**src/hdl/assert_macros.svh**
```systemverilog
// Assertion macros for the naive Bayes classifier unit.
// Used by the top level; no other dependencies.
`ifndef ASSERT_MACROS_SVH
`define ASSERT_MACROS_SVH
`ifndef SYNTH
`define NBC_ASSERT(lbl, clk, rst_n, prop, msg) \
  lbl: assert property (@(posedge clk) disable iff (!rst_n) (prop)) else $error(msg);
`define NBC_ASSERT_NEXT(lbl, clk, rst_n, pre, post, msg) \
  lbl: assert property (@(posedge clk) disable iff (!rst_n) (pre) |=> (post)) else $error(msg);
`else
`define NBC_ASSERT(lbl, clk, rst_n, prop, msg)
`define NBC_ASSERT_NEXT(lbl, clk, rst_n, pre, post, msg)
`endif
`endif

```
**src/hdl/nbc_pkg.sv**
```systemverilog
// Shared types, codes and exp tables for the naive Bayes classifier unit.
// No dependencies.
`timescale 1ns / 1ps
`default_nettype none
package nbc_pkg;

  localparam int USAGE_W = 12;
  localparam int CNT_W   = 13;
  localparam int SUM_W   = 24;
  localparam int SQ_W    = 36;

  localparam logic [CNT_W-1:0] CNT_MAX = 13'h1FFF;
  localparam logic [SUM_W:0]   SUM_MAX = 25'h0FF_FFFF;
  localparam logic [SQ_W:0]    SQ_MAX  = 37'h0F_FFFF_FFFF;

  // operation codes
  localparam logic [1:0] OP_LEARN    = 2'd0;
  localparam logic [1:0] OP_CLASSIFY = 2'd1;
  localparam logic [1:0] OP_CLEAR    = 2'd2;

  // result status codes
  localparam logic [2:0] STAT_CLASSIFIED = 3'd0;
  localparam logic [2:0] STAT_LEARNED    = 3'd1;
  localparam logic [2:0] STAT_BAD        = 3'd2;
  localparam logic [2:0] STAT_NOT_READY  = 3'd3;
  localparam logic [2:0] STAT_FULL       = 3'd4;
  localparam logic [2:0] STAT_CLEARED    = 3'd5;

  // command kinds decided by the front end
  localparam logic [1:0] KIND_LEARN    = 2'd0;
  localparam logic [1:0] KIND_CLASSIFY = 2'd1;
  localparam logic [1:0] KIND_CLEAR    = 2'd2;
  localparam logic [1:0] KIND_BAD      = 2'd3;

  typedef struct packed {
    logic [1:0]         kind;
    logic [1:0]         doc;
    logic               flag;
    logic [USAGE_W-1:0] usage;
    logic               label;
  } cmd_t;

  typedef struct packed {
    logic full;
    logic empty;
  } q_stat_t;

  typedef struct packed {
    logic        start;
    logic [63:0] dividend;
    logic [63:0] divisor;
  } div_req_t;

  typedef struct packed {
    logic        done;
    logic [63:0] quotient;
  } div_rsp_t;

  // round(65536 * e^-k)
  function automatic logic [16:0] exp_k(input logic [3:0] k);
    logic [16:0] v;
    case (k)
      4'd0:    v = 17'd65536;
      4'd1:    v = 17'd24109;
      4'd2:    v = 17'd8869;
      4'd3:    v = 17'd3263;
      4'd4:    v = 17'd1200;
      4'd5:    v = 17'd442;
      4'd6:    v = 17'd162;
      4'd7:    v = 17'd60;
      4'd8:    v = 17'd22;
      4'd9:    v = 17'd8;
      4'd10:   v = 17'd3;
      4'd11:   v = 17'd1;
      default: v = 17'd0;
    endcase
    return v;
  endfunction

  // round(65536 * e^(-j/16))
  function automatic logic [16:0] exp_f(input logic [3:0] j);
    logic [16:0] v;
    case (j)
      4'd0:    v = 17'd65536;
      4'd1:    v = 17'd61565;
      4'd2:    v = 17'd57835;
      4'd3:    v = 17'd54331;
      4'd4:    v = 17'd51039;
      4'd5:    v = 17'd47947;
      4'd6:    v = 17'd45042;
      4'd7:    v = 17'd42313;
      4'd8:    v = 17'd39750;
      4'd9:    v = 17'd37341;
      4'd10:   v = 17'd35079;
      4'd11:   v = 17'd32954;
      4'd12:   v = 17'd30957;
      4'd13:   v = 17'd29081;
      4'd14:   v = 17'd27319;
      default: v = 17'd25664;
    endcase
    return v;
  endfunction

endpackage
`default_nettype wire

```
**src/hdl/nbc_queue.sv**
```systemverilog
// Two-entry command queue between front end and back end.
// Depends on nbc_pkg.
`timescale 1ns / 1ps
`default_nettype none
module nbc_queue (
  input  logic             clk,
  input  logic             rst_n,
  input  logic             push,
  input  nbc_pkg::cmd_t    din,
  input  logic             pop,
  output nbc_pkg::cmd_t    dout,
  output nbc_pkg::q_stat_t q_stat
);

  nbc_pkg::cmd_t mem_r [2];
  logic          wp_r;
  logic          rp_r;
  logic [1:0]    cnt_r;

  assign dout         = mem_r[rp_r];
  assign q_stat.full  = cnt_r == 2'd2;
  assign q_stat.empty = cnt_r == 2'd0;

  // store entries
  always_ff @(posedge clk) begin
    if (push) begin
      mem_r[wp_r] <= din;
    end
  end

  // advance pointers and count
  always_ff @(posedge clk) begin
    if (!rst_n) begin
      wp_r  <= 1'b0;
      rp_r  <= 1'b0;
      cnt_r <= 2'd0;
    end else begin
      if (push) begin
        wp_r <= !wp_r;
      end
      if (pop) begin
        rp_r <= !rp_r;
      end
      if (push && !pop) begin
        cnt_r <= cnt_r + 2'd1;
      end else if (pop && !push) begin
        cnt_r <= cnt_r - 2'd1;
      end
    end
  end

endmodule
`default_nettype wire

```
**config.mk**
```make
export PLATFORM = sky130hd
export DESIGN_NAME = nbc_queue
export DESIGN_NICKNAME = d
export VERILOG_FILES = /design/src/hdl/assert_macros.svh /design/src/hdl/nbc_pkg.sv /design/src/hdl/nbc_queue.sv
export SDC_FILE = /design/constraint.sdc
export NUM_CORES = 1
export LEC_CHECK = 0
export BUFFER_PORTS_ARGS = -buffer_cell sky130_fd_sc_hd__buf_2
export CAP_MARGIN = 20
export CORE_ASPECT_RATIO = 0.5
export CORE_MARGIN = 1.5
export CORE_UTILIZATION = 45
export CTS_BUF_LIST = sky130_fd_sc_hd__clkbuf_16
export CTS_CLUSTER_DIAMETER = 150
export CTS_CLUSTER_SIZE = 30
export DETAILED_ROUTE_END_ITERATION = 10
export HOLD_SLACK_MARGIN = 0.02
export PLACE_DENSITY = 0.7
export REMOVE_ABC_BUFFERS = 1
export SKIP_CTS_REPAIR_TIMING = 1
export SYNTH_ARGS = -nofsm -noshare
export SYNTH_HDL_FRONTEND = slang
export SYNTH_SLANG_ARGS = --single-unit
```
**constraint.sdc**
```tcl
create_clock -name clk -period 3.1 [get_ports clk]
set_clock_uncertainty 0.1 [all_clocks]
set_input_delay 0.62 -clock clk [delete_from_list [all_inputs] [get_ports clk]]
set_output_delay 0.62 -clock clk [all_outputs]
set_load 0.02 [all_outputs]
```
==> flow_summary.toml <==
[sta]
worstMarginPinSlew_ps = 872.6
clock.fmax_ghz = 0.4177
finalSetupViolations = 0
hold_viol = 0
fin_setup_tns_ps = 0
rsz0062_at_grt = "false"
min_period_over_period_pct = 77.22
post-route-min-period_ps = 2394
final-max-slew-violation-count = 0
slew_headroom_pct = 41.83

[floorplanning]
chipHeight_um = 44.03
die-area_um2 = 3745
design.core.area_um2 = 3100
rows = 14
initial_utilization_pct = 48.87
fp.dieW_um = 85.06
io_pins = 42

[power]
p_sw_share_pct = 19.73
peakVddDrop_mv = 0.3839
combPwrFrac_pct = 10.0
power-per-cell-area_nw_per_um2 = 739.1
intPower_w = 0.001162
p_seq_share_pct = 45.2
p_leak_nw = 0.7658
power_switching_w = 0.0002856
clockPowerShare_pct = 44.8

[outcome]
status = "finished with violations"
violations = "DRC"

[synthesis]
syn-mean-instance-area_um2 = 19.43
synth_sequential_area_ratio_pct = 77.95
synth.distinct_cells = 17
synth_edf_count = 36
synthCells = 78
yosysTopAreaCell = "edfxtp_1"
synthArstFlopShare_pct = 0
synth-seq-cells = 41
ys.flop_type = "edfxtp_1"
synth_area_um2 = 1515
yosysWarnings = 0
yosysMostFrequentCell = "edfxtp_1"
synth_top_cells_by_area = "edfxtp_1 71%, mux2_2 13%, dfxtp_1 6.6%"
yosys-top-cells-count = "36 x edfxtp_1, 18 x mux2_2, 5 x dfxtp_1"
yosysTopAreaCellShare_pct = 71.35

[detailed_routing]
drtIter0Drc = 50
via_per_inst = 4.789
routed_wl_um = 2228
drc = 3
routedWlPerCell_um = 13.42
firstDrtPassIters = 7
vias = 795
ant_nets = 0

[final_layout]
area_growth_pct = 29.23
fin_util_pct = 63.16
fill_cells = 221
drive_above_1_share_pct = 55.56
antenna_cells = 0
fin_nets = 148
design_area_um2 = 1958
fin_cells = 166

[clock_network]
clock-root-buffer = "clkbuf_16"
insertion_delay_ps = 270
cts.sinks = 41
clk_path_buf_depth = 2
cts_tree = "built"
numCtsBuffers = 5
clk_pin_slew_ps = 50
htree_levels = 2

[global_routing]
grt_usage_pct = 13.24
grt_max_degree = 19
first_global_vias = 776
antenna_found_initial = 0
grt_overflow = 0
grt_pass1_wl_um = 3594

[worst_setup_path]
cp.required_ps = 2380
endpoint_kind = "output port"
cp_max_fo = 18
crit_arrival_ps = 1670
cp-start-kind = "flop"
rr_worst_depth = 1
path_class = "flop to output port"

[place]
dpl.cell_count = 158
portBuffers = 41
placed_area_um2 = 1768
finalWeightedCongestion = 0.6630
dp.final_hpwl_um = 1460

[min_path]
min_path_cells = 2
min_path_type = "flop to flop"

[run]
maxCapViolations = 0
## cell usage in the layout, fill, tap and decap left out
cell type / netlist / layout
clkinv_2: 0 / 1
bufinv_16: 0 / 2
xor2_1: 2 / 2
a21boi_1: 1 / 1
dfxtp_1: 5 / 5
or3_1: 1 / 1
o21a_1: 1 / 1
xnor2_1: 1 / 1
and2b_2: 1 / 1
inv_1: 1 / 1
nor2b_1: 2 / 1
nor2b_2: 0 / 1
buf_2: 1 / 41
edfxtp_1: 36 / 36
mux2_2: 18 / 18
nor2_1: 1 / 1
ha_1: 1 / 1
and2_1: 4 / 4
buf_4: 1 / 1
o21ai_0: 1 / 1
clkbuf_16: 0 / 5
## metrics by stage
| step | setup slack, ps | total power (W) | hold slack [ps] |
|---|---|---|---|
| final | 706.2 | 0.001447 | 404.9 |
| after global routing | 601.9 | 0.001505 | 418.7 |
| after CTS | 646.6 | 0.001464 | 405.7 |
| after global placement | 958.7 | 0.0008097 | 386.5 |
| after detailed placement | 939.8 | 0.0008124 | 393.2 |
| after floorplan | 1103 | 0.0007563 | 366.2 |
## worst max-delay path, cell delays in order (launching register included)
cell and delay [ps]:
dfxtp_1 820, mux2_2 420, buf_2 160
## power groups by stage
stage,registers (W),clock network (W),logic [W]
detailed placement,0.000667,0,0.000145
CTS,0.000655,0.000662,0.000146
finish,0.000654,0.000648,0.000144
floorplan,0.000661,0,0.0000954
global route,0.000659,0.000690,0.000156
global placement,0.000666,0,0.000144
## metal layers
layer  track usage [%]  part of all wire, %  vias up
met1             16.88                   45      381
met5                 0                    0        -
met3             4.664                  4.7        5
met4             7.869                  1.7        0
met2             20.16                   48       20
li1                  -                    -      389
## final cells by class
class / count / area (µm²) / area share [%]
flip-flops and latches: 41 / 1181 / 60.32
multi-input cells: 34 / 320.3 / 16.36
repair buffers: 42 / 212.7 / 10.86
clock buffers: 5 / 125.1 / 6.390
clock inverters: 3 / 65.06 / 3.323
well taps: 40 / 50.05 / 2.556
inverters: 1 / 3.754 / 0.1917
## worst paths after layout
check,startpoint,end,slack (ps)
min,cnt_r[1],cnt_r[1],400
min reg2reg,cnt_r[1],cnt_r[1],400
max reg2reg,wp_r,mem_r[1][4],1550
max,flop,dout[3],710
## flip-flops by register name (all words and copies together) (netlist names), named ones only
signal  cells
mem_r      36
cnt_r       2
rp_r        1
wp_r        1
## kinds of logic after synthesis
logic type | share of synthesized area, %
flip-flops | 77.95
multiplexers | 13.38
AND/OR/NAND/NOR | 3.716
AO/OA/AOI/OAI | 1.321
XOR/XNOR | 1.734
buffers and inverters | 1.073
adder cells (fa/ha/maj) | 0.8256
No activity file was read; power rests on OpenSTA's default activity.
