===== src/hdl/assert_macros.svh =====
// Assertion macros for the naive Bayes classifier unit.
// Used by the top level; no other dependencies.
`ifndef ASSERT_MACROS_SVH
`define ASSERT_MACROS_SVH
`ifndef SYNTH
`define NBC_ASSERT(lbl, clk, rst_n, prop, msg) \
  lbl: assert property (@(posedge clk) disable iff (!rst_n) (prop)) else $error(msg);
`define NBC_ASSERT_NEXT(lbl, clk, rst_n, pre, post, msg) \
  lbl: assert property (@(posedge clk) disable iff (!rst_n) (pre) |=> (post)) else $error(msg);
`else
`define NBC_ASSERT(lbl, clk, rst_n, prop, msg)
`define NBC_ASSERT_NEXT(lbl, clk, rst_n, pre, post, msg)
`endif
`endif


===== src/hdl/nbc_pkg.sv =====
// Shared types, codes and exp tables for the naive Bayes classifier unit.
// No dependencies.
`timescale 1ns / 1ps
`default_nettype none
package nbc_pkg;

  localparam int USAGE_W = 12;
  localparam int CNT_W   = 13;
  localparam int SUM_W   = 24;
  localparam int SQ_W    = 36;

  localparam logic [CNT_W-1:0] CNT_MAX = 13'h1FFF;
  localparam logic [SUM_W:0]   SUM_MAX = 25'h0FF_FFFF;
  localparam logic [SQ_W:0]    SQ_MAX  = 37'h0F_FFFF_FFFF;

  // operation codes
  localparam logic [1:0] OP_LEARN    = 2'd0;
  localparam logic [1:0] OP_CLASSIFY = 2'd1;
  localparam logic [1:0] OP_CLEAR    = 2'd2;

  // result status codes
  localparam logic [2:0] STAT_CLASSIFIED = 3'd0;
  localparam logic [2:0] STAT_LEARNED    = 3'd1;
  localparam logic [2:0] STAT_BAD        = 3'd2;
  localparam logic [2:0] STAT_NOT_READY  = 3'd3;
  localparam logic [2:0] STAT_FULL       = 3'd4;
  localparam logic [2:0] STAT_CLEARED    = 3'd5;

  // command kinds decided by the front end
  localparam logic [1:0] KIND_LEARN    = 2'd0;
  localparam logic [1:0] KIND_CLASSIFY = 2'd1;
  localparam logic [1:0] KIND_CLEAR    = 2'd2;
  localparam logic [1:0] KIND_BAD      = 2'd3;

  typedef struct packed {
    logic [1:0]         kind;
    logic [1:0]         doc;
    logic               flag;
    logic [USAGE_W-1:0] usage;
    logic               label;
  } cmd_t;

  typedef struct packed {
    logic full;
    logic empty;
  } q_stat_t;

  typedef struct packed {
    logic        start;
    logic [63:0] dividend;
    logic [63:0] divisor;
  } div_req_t;

  typedef struct packed {
    logic        done;
    logic [63:0] quotient;
  } div_rsp_t;

  // round(65536 * e^-k)
  function automatic logic [16:0] exp_k(input logic [3:0] k);
    logic [16:0] v;
    case (k)
      4'd0:    v = 17'd65536;
      4'd1:    v = 17'd24109;
      4'd2:    v = 17'd8869;
      4'd3:    v = 17'd3263;
      4'd4:    v = 17'd1200;
      4'd5:    v = 17'd442;
      4'd6:    v = 17'd162;
      4'd7:    v = 17'd60;
      4'd8:    v = 17'd22;
      4'd9:    v = 17'd8;
      4'd10:   v = 17'd3;
      4'd11:   v = 17'd1;
      default: v = 17'd0;
    endcase
    return v;
  endfunction

  // round(65536 * e^(-j/16))
  function automatic logic [16:0] exp_f(input logic [3:0] j);
    logic [16:0] v;
    case (j)
      4'd0:    v = 17'd65536;
      4'd1:    v = 17'd61565;
      4'd2:    v = 17'd57835;
      4'd3:    v = 17'd54331;
      4'd4:    v = 17'd51039;
      4'd5:    v = 17'd47947;
      4'd6:    v = 17'd45042;
      4'd7:    v = 17'd42313;
      4'd8:    v = 17'd39750;
      4'd9:    v = 17'd37341;
      4'd10:   v = 17'd35079;
      4'd11:   v = 17'd32954;
      4'd12:   v = 17'd30957;
      4'd13:   v = 17'd29081;
      4'd14:   v = 17'd27319;
      default: v = 17'd25664;
    endcase
    return v;
  endfunction

endpackage
`default_nettype wire


===== src/hdl/nbc_div.sv =====
// Restoring 64-bit unsigned divider, one quotient bit per cycle.
// Depends on nbc_pkg.
`timescale 1ns / 1ps
`default_nettype none
module nbc_div (
  input  logic              clk,
  input  logic              rst_n,
  input  nbc_pkg::div_req_t req,
  output nbc_pkg::div_rsp_t rsp
);

  logic [63:0] rem_r;
  logic [63:0] quo_r;
  logic [63:0] dvs_r;
  logic [5:0]  cnt_r;
  logic        busy_r;
  logic        done_r;
  logic [64:0] shifted;
  logic        fits;
  logic [64:0] rem_nxt;

  // one shift-subtract step
  assign shifted = {rem_r, quo_r[63]};
  assign fits    = shifted >= {1'b0, dvs_r};
  assign rem_nxt = fits ? (shifted - {1'b0, dvs_r}) : shifted;

  assign rsp.done     = done_r;
  assign rsp.quotient = quo_r;

  always_ff @(posedge clk) begin
    if (req.start) begin
      rem_r <= 64'd0;
      quo_r <= req.dividend;
      dvs_r <= req.divisor;
      cnt_r <= 6'd63;
    end else if (busy_r) begin
      rem_r <= rem_nxt[63:0];
      quo_r <= {quo_r[62:0], fits};
      cnt_r <= cnt_r - 6'd1;
    end
  end

  always_ff @(posedge clk) begin
    if (!rst_n) begin
      busy_r <= 1'b0;
      done_r <= 1'b0;
    end else begin
      done_r <= 1'b0;
      if (req.start) begin
        busy_r <= 1'b1;
      end else if (busy_r && cnt_r == 6'd0) begin
        busy_r <= 1'b0;
        done_r <= 1'b1;
      end
    end
  end

endmodule
`default_nettype wire


===== config.mk =====
export PLATFORM = sky130hd
export DESIGN_NAME = nbc_div
export DESIGN_NICKNAME = d
export VERILOG_FILES = /design/src/hdl/assert_macros.svh /design/src/hdl/nbc_pkg.sv /design/src/hdl/nbc_div.sv
export SDC_FILE = /design/constraint.sdc
export NUM_CORES = 1
export LEC_CHECK = 0
export BUFFER_PORTS_ARGS = -buffer_cell sky130_fd_sc_hd__buf_2
export CORE_MARGIN = 8
export CORE_UTILIZATION = 30
export DETAILED_ROUTE_END_ITERATION = 16
export HOLD_SLACK_MARGIN = 0.1
export SLEW_MARGIN = 20
export SYNTH_ARGS = -nofsm -noshare
export SYNTH_HDL_FRONTEND = slang
export SYNTH_SLANG_ARGS = --single-unit

===== constraint.sdc =====
create_clock -name clk -period 3.07 [get_ports clk]
set_input_delay 0.921 -clock clk [delete_from_list [all_inputs] [get_ports clk]]
set_output_delay 0.921 -clock clk [all_outputs]
set_load 0.05 [all_outputs]

==> impl_metrics.csv, run 1 <==
group,metric,value,unit
logic_synthesis,synthSimpleGateAreaFrac,15.2,%
cells_and_area,layout_commonest_cell,"buf_2",
place,port_buffers,195,
cells_and_area,nFillCells,4112,
status,status,"finished, final reports clean",
sta,max_clock_freq,335,MHz
power,peakVddDrop,0.431,mV
drt,ant_nets,0,
power,power_density,527,nW/um^2
clocking,cts_buffer_depth,2,
sta,rsz0062_at_grt,"yes",
power,power,7.81,mW
setup_path,worstSetupPathType,"reg2reg",
floorplan,rows,74,
logic_synthesis,synthDistinctLibCells,77,
floorplan,io_pins,196,
cells_and_area,instances_no_fill,2023,
logic_synthesis,syn_nets,1470,
place,gp_congestion,0.866,
drt,detail_route.wl_per_cell,17.7,um
sta,setup_viol,0,
global_routing,grt_pass1_wl,56.8,mm
drt,vias,10300,
worst_hold_path,min_from,"cnt_r[0]",
sta,slew_viol_final,0,
clocking,clock_sinks,200,
logic_synthesis,synth_edf_count,128,
logic_synthesis,ys.flop_type,"edfxtp_1",
place,pre_cts_slack,0.0399,ns
sta,fin_setup_tns,0,ns
job,cap_violations,0,
drt,drtIter0Drc,764,
setup_path,critPathMaxStageDelay,0.41,ns
worst_hold_path,hold_path.class,"reg2reg",
sta,slew_headroom,51.4,%
logic_synthesis,ys_seq_elements,200,
clocking,htreeDepth,4,
floorplan,coreArea,40500,um^2
setup_path,rr_worst_depth,11,
logic_synthesis,synthMuxAreaShare,6.29,%
clocking,clk_latency,0.45,ns
logic_synthesis,yosysSeqAreaShare,43.3,%
setup_path,r2r-end,"rem_r[63]",
power,swShare,34.3,%
cells_and_area,final_cell_mix,"194 x buf_2, 163 x nand2_1, 128 x edfxtp_1, 94 x nor2_1, 81 x inv_1",
sta,tightestPinTransition,0.729,ns
place,dp_hpwl,26.9,mm
sta,hold_viol,0,
power,seqPwrFrac,41.8,%
setup_path,rrSetupSlack,0.08,ns
setup_path,crit_fanout,6,
setup_path,critPathRequiredTime,3.45,ns
logic_synthesis,synth_xor_xnor_area_share,4.02,%
drt,drt-vias-per-instance,5.11,
floorplan,die_h,218,um
global_routing,antenna_found_initial,11,
sta,setup_slack,0.0838,ns
power,combPwrFrac,28.9,%
floorplan,die_x,218,um
setup_path,path_buf_inv,1,
floorplan,start_util,30.2,%
logic_synthesis,syn_avg_cell_area,9.59,um^2
power,power_leakage,6.04,nW
sta,period_share,97.3,%
global_routing,grt_pass1_vias,10500,
power,switching_power,2.68,mW
global_routing,grt_max_degree,76,
logic_synthesis,syn_inst,1273,
drt,first_pass_iters,9,
setup_path,crit_arrival,3.36,ns
setup_path,crit_path_cell_trace,"inv_1 -> ha_1 -> a21oi_2 -> nand2_1 -> o21a_1 -> a221o_2 -> o31ai_4 -> o21ba_4 -> nor4_4 -> mux2_4 -> a221oi_2",
setup_path,cp-end-kind,"register",
setup_path,start_kind,"register",
worst_hold_path,min_path_cells,2,
logic_synthesis,synth-compound-area-share,17.9,%
setup_path,crit_family,"compound AO/OA/AOI/OAI gates",
logic_synthesis,yosys_warnings,0,
clocking,cts-buffers-inserted,17,
logic_synthesis,synthArstFlopShare,0,%
logic_synthesis,synthAdderAreaFrac,6.83,%
power,power_frac_clock,29.3,%
global_routing,grt_overflow,0,
clocking,cts_root_buf,"clkbuf_16",
floorplan,die_area,47400,um^2
sta,fin_crit,2.99,ns
cells_and_area,fin_nets,1671,
cells_and_area,syn2layout_area_growth,21.3,%
cells_and_area,drive_gt1_share,29.2,%
clocking,hold_buffers,0,
sta,fin_skew,0.0140,ns
setup_path,r2r-start,"dvs_r[4]",
global_routing,gr-usage-all-layers,14.9,%
logic_synthesis,synth_top_family_by_area,"compound AO/OA/AOI/OAI gates",
place,dp.cells,1981,
power,p_int,5.13,mW
logic_synthesis,syn-cell-area,12200,um^2
clocking,clkTransAtPathRegs,0.08,ns
drt,drt_wl_total,35.9,mm
drt,drcViolationCount,0,
clocking,tritoncts,"built",
setup_path,crit_slowest_cell,"o31ai_4",
worst_hold_path,hold_path_end,"cnt_r[0]",
cell type report:
cell class              instances  area [um^2]  area share (%)
repair buffers                266         1590            10.7
diodes                          4         10.0          0.0676
clock inverters                14          139           0.938
flip-flops and latches        200         5290            35.7
well taps                     532          666            4.49
inverters                      83          312            2.10
multi-input cells             906         6370            43.0
clock buffers                  18          439            2.97
kinds of logic (layout without fill, tap and decap cells):
logic type,Yosys count,in the layout
and+or+nand+nor,398,398
buffers and inverters,167,381
other,0,4
AOI/OAI and AO/OA,318,318
adders and majority gates,66,66
xor gates and xnor gates,56,56
muxes,68,68
DFF,200,200
registers in the layout (all words and copies together) (netlist names):
register,cells
cnt_r,6
quo_r,64
rem_r,64
done_r,1
busy_r,1
dvs_r,64
Yosys cell counts, types with 13 or more instances:
master	count	area [um^2]
nand2b_1	22	138
nor3_1	14	70.1
nor2_1	94	353
nand2_1	163	612
xor2_1	31	272
mux2_2	65	732
dfxtp_1	72	1440
clkbuf_1	32	120
inv_1	83	312
nand3_1	16	80.1
ha_1	65	813
xnor2_1	25	219
a311oi_1	41	359
nand4_1	38	238
o21bai_1	13	97.6
a21oi_1	82	410
edfxtp_1	128	3840
o21ai_0	47	235
buf_2	33	165
a21o_1	28	210
power by group through the flow:
stage	clock [mW]	combinational, mW	sequential [mW]
finish	2.29	2.26	3.27
global route	2.46	2.47	3.30
CTS	2.38	2.19	3.27
floorplan	0	1.27	3.59
detailed placement	0	2.18	3.32
global placement	0	2.17	3.32
metrics by stage:
step / hold slack [ns] / instance area [um^2] / util (%)
global route: 0.521 / 14800 / 36.6
finish: 0.487 / 14800 / 36.6
detailed placement: 0.472 / 14000 / 34.5
global placement: 0.460 / 14000 / 34.5
floorplan: 0.448 / 12200 / -
CTS: 0.495 / 14500 / 35.9
timing repair:
item / CTS / global route
resized for setup: 0 / 54
setup endpoints to repair: 0 / 62
buffers inserted: 0 / 6
per-layer routing:
metal  track usage, %  wire, um
met1             19.2     16200
met2             23.6     16100
met3             4.95      2860
met4             4.14       550
met5                0        67
worst min-delay path, delay by kind of cell (launching register included):
family	cells	cell delay, ns
flops	1	0.34
simple gates	2	0.13
how the worst max path moves through the flow:
stage | startpoint | to | slack [ns] | depth (start not counted)
final | dvs_r[4] | rem_r[63] | 0.08 | 11
after global routing | dvs_r[4] | rem_r[39] | -0.05 | 12
after CTS | dvs_r[18] | rem_r[63] | 0.03 | 11
after detailed placement | dvs_r[44] | rem_r[8] | 0.04 | 12
after global placement | dvs_r[18] | rem_r[63] | 0.07 | 11
after floorplan | quo_r[63] | rem_r[58] | 0.05 | 12
No activity file was read; power rests on OpenSTA's default activity.
==> run 2: changes to the inputs <==
Settings changed: CAP_MARGIN set to 10, SETUP_SLACK_MARGIN set to 0.3.
==> run 2 against run 1 <==
Against the previous run:
- clock skew is 0.00057 ns higher
- cell area increased by 9.2%
- first-iteration DRC count up 20%
- count of clock-buffer cells in the layout is 1 higher
- power rose by 4.5%
- maximum frequency up 3.3%
- worst setup slack better by 0.095 ns
- critical endpoint is now rem_r[40]
- register-to-register slack better by 0.09 ns
- critical path type unchanged
- routed wire length increased by 7.8%
- largest power group unchanged
- flip-flop and latch count unchanged
==> impl_metrics.csv, run 2 (synthesis gave the netlist of run 1 again) <==
group,metric,value,unit
setup_path,crit_fanout,8,
sta,tightestPinTransition,0.828,ns
cells_and_area,nFillCells,3961,
setup_path,crit_slowest_cell,"dfxtp_1",
sta,fin_crit,2.89,ns
sta,fin_setup_tns,0,ns
cells_and_area,drive_gt1_share,38.2,%
drt,detail_route.wl_per_cell,18.8,um
sta,holdWs,0.499,ns
drt,drcViolationCount,0,
job,cap_violations,0,
drt,drt_wl_total,38.6,mm
floorplan,die_area,47400,um^2
cells_and_area,layout_commonest_cell,"buf_2",
cells_and_area,reg_top3,"dvs_r x64, quo_r x64, rem_r x64",
setup_path,cp-end-kind,"register",
drt,ant_nets,0,
worst_hold_path,hold_path.class,"reg2reg",
clocking,hold_buffers,0,
global_routing,grt_overflow,0,
floorplan,die_x,218,um
clocking,cts_root_buf,"clkbuf_16",
power,peakVddDrop,0.417,mV
clocking,clkTransAtPathRegs,0.08,ns
sta,hold_viol,0,
sta,rsz0062_at_grt,"yes",
setup_path,start_kind,"register",
global_routing,grt_pass1_wl,58.7,mm
power,power_density,505,nW/um^2
drt,first_pass_iters,5,
floorplan,die_h,218,um
cells_and_area,final_cell_mix,"194 x buf_2, 142 x nand2_1, 128 x edfxtp_1, 90 x nor2_1, 82 x buf_4",
drt,drt-vias-per-instance,5.15,
place,gp_congestion,0.880,
setup_path,crit_family,"compound AO/OA/AOI/OAI gates",
status,status,"finished, final reports clean",
clocking,htreeDepth,4,
sta,max_clock_freq,346,MHz
drt,drtIter0Drc,913,
setup_path,critPathMaxStageDelay,0.42,ns
clocking,clk_latency,0.46,ns
setup_path,worstSetupPathType,"reg2reg",
sta,slew_viol_final,0,
floorplan,rows,74,
clocking,clock_sinks,200,
global_routing,grt_pass1_vias,10900,
floorplan,start_util,30.2,%
clocking,cts-buffers-inserted,17,
place,port_buffers,195,
global_routing,gr-usage-all-layers,15.4,%
cells_and_area,syn2layout_area_growth,32.5,%
setup_path,path_buf_inv,2,
setup_path,crit_arrival,3.25,ns
setup_path,critPathRequiredTime,3.43,ns
cells_and_area,fin_nets,1709,
clocking,cts_buffer_depth,2,
global_routing,antenna_found_initial,8,
place,dp_hpwl,27.1,mm
setup_path,crit_path_cell_trace,"ha_1 -> a21o_1 -> a21o_1 -> a221oi_2 -> nand2_1 -> a221oi_4 -> and3_4 -> buf_12 -> clkbuf_16 -> nand2_1 -> a311oi_1",
floorplan,coreArea,40500,um^2
sta,slew_headroom,44.8,%
power,power_leakage,6.41,nW
floorplan,io_pins,196,
global_routing,grt_max_degree,80,
clocking,tritoncts,"built",
sta,period_share,94.2,%
sta,fin_skew,0.0146,ns
sta,setup_viol,0,
drt,vias,10600,
run 2: path summary, 6_finish.rpt:
path                                start   endpoint  slack, ns  cells past startpoint
worst min register to register   cnt_r[0]   cnt_r[0]       0.50                      2
worst min-delay path             cnt_r[0]   cnt_r[0]       0.50                      2
worst max-delay path            rem_r[45]  rem_r[40]       0.18                     11
worst max register to register  rem_r[45]  rem_r[40]       0.18                     11
run 2: layout make-up:
type / instances / area [um^2] / area share [%]
Multi-Input combinational cell: 907 / 7270 / 44.9
Sequential cell: 200 / 5290 / 32.7
Clock inverter: 13 / 119 / 0.735
Timing Repair Buffer: 303 / 2080 / 12.9
Antenna cell: 1 / 2.50 / 0.0155
Tap cell: 532 / 666 / 4.12
Inverter: 83 / 312 / 1.93
Clock buffer: 19 / 433 / 2.68
run 2: routing by layer:
metal / up-vias / part of all wire [%] / track usage (%)
li1: 5115 / - / -
met1: 5073 / 43 / 18.8
met2: 331 / 48 / 25.3
met3: 57 / 6.9 / 4.98
met4: 14 / 1.9 / 5.02
met5: - / 0.24 / 0
run 2: metrics by stage:
step,setup WS (ns),util [%],cells,cell area (um^2),power (mW)
3_3_place_gp,0.0578,34.6,1980,14000,5.49
6_report,0.179,40.0,2058,16200,8.16
5_1_grt,0.0550,40.0,2057,16200,8.54
2_1_floorplan,0.265,-,1273,12300,4.88
4_1_cts,0.221,37.9,2038,15300,7.97
3_5_place_dp,0.00542,34.6,1980,14000,5.51
run 2: worst register-to-register path, stage by stage (launching register included):
cell and delay [ns]:
dfxtp_1 0.42, ha_1 0.28, a21o_1 0.16, a21o_1 0.18, a221oi_2 0.29, nand2_1 0.12, a221oi_4 0.36, and3_4 0.35
buf_12 0.13, clkbuf_16 0.17, nand2_1 0.07, a311oi_1 0.27
run 2: what timing repair did:
item / in CTS / in global routing
cloned: 2 / 5
gates resized for setup: 94 / 133
setup buffers: 24 / 14
pin swaps: 47 / 72
setup endpoints to repair: 65 / 65
run 2: power by group:
| group | internal [mW] | switching (mW) |
|---|---|---|
| logic | 1.07 | 1.57 |
| registers | 3.12 | 0.171 |
| clock network | 1.13 | 1.10 |
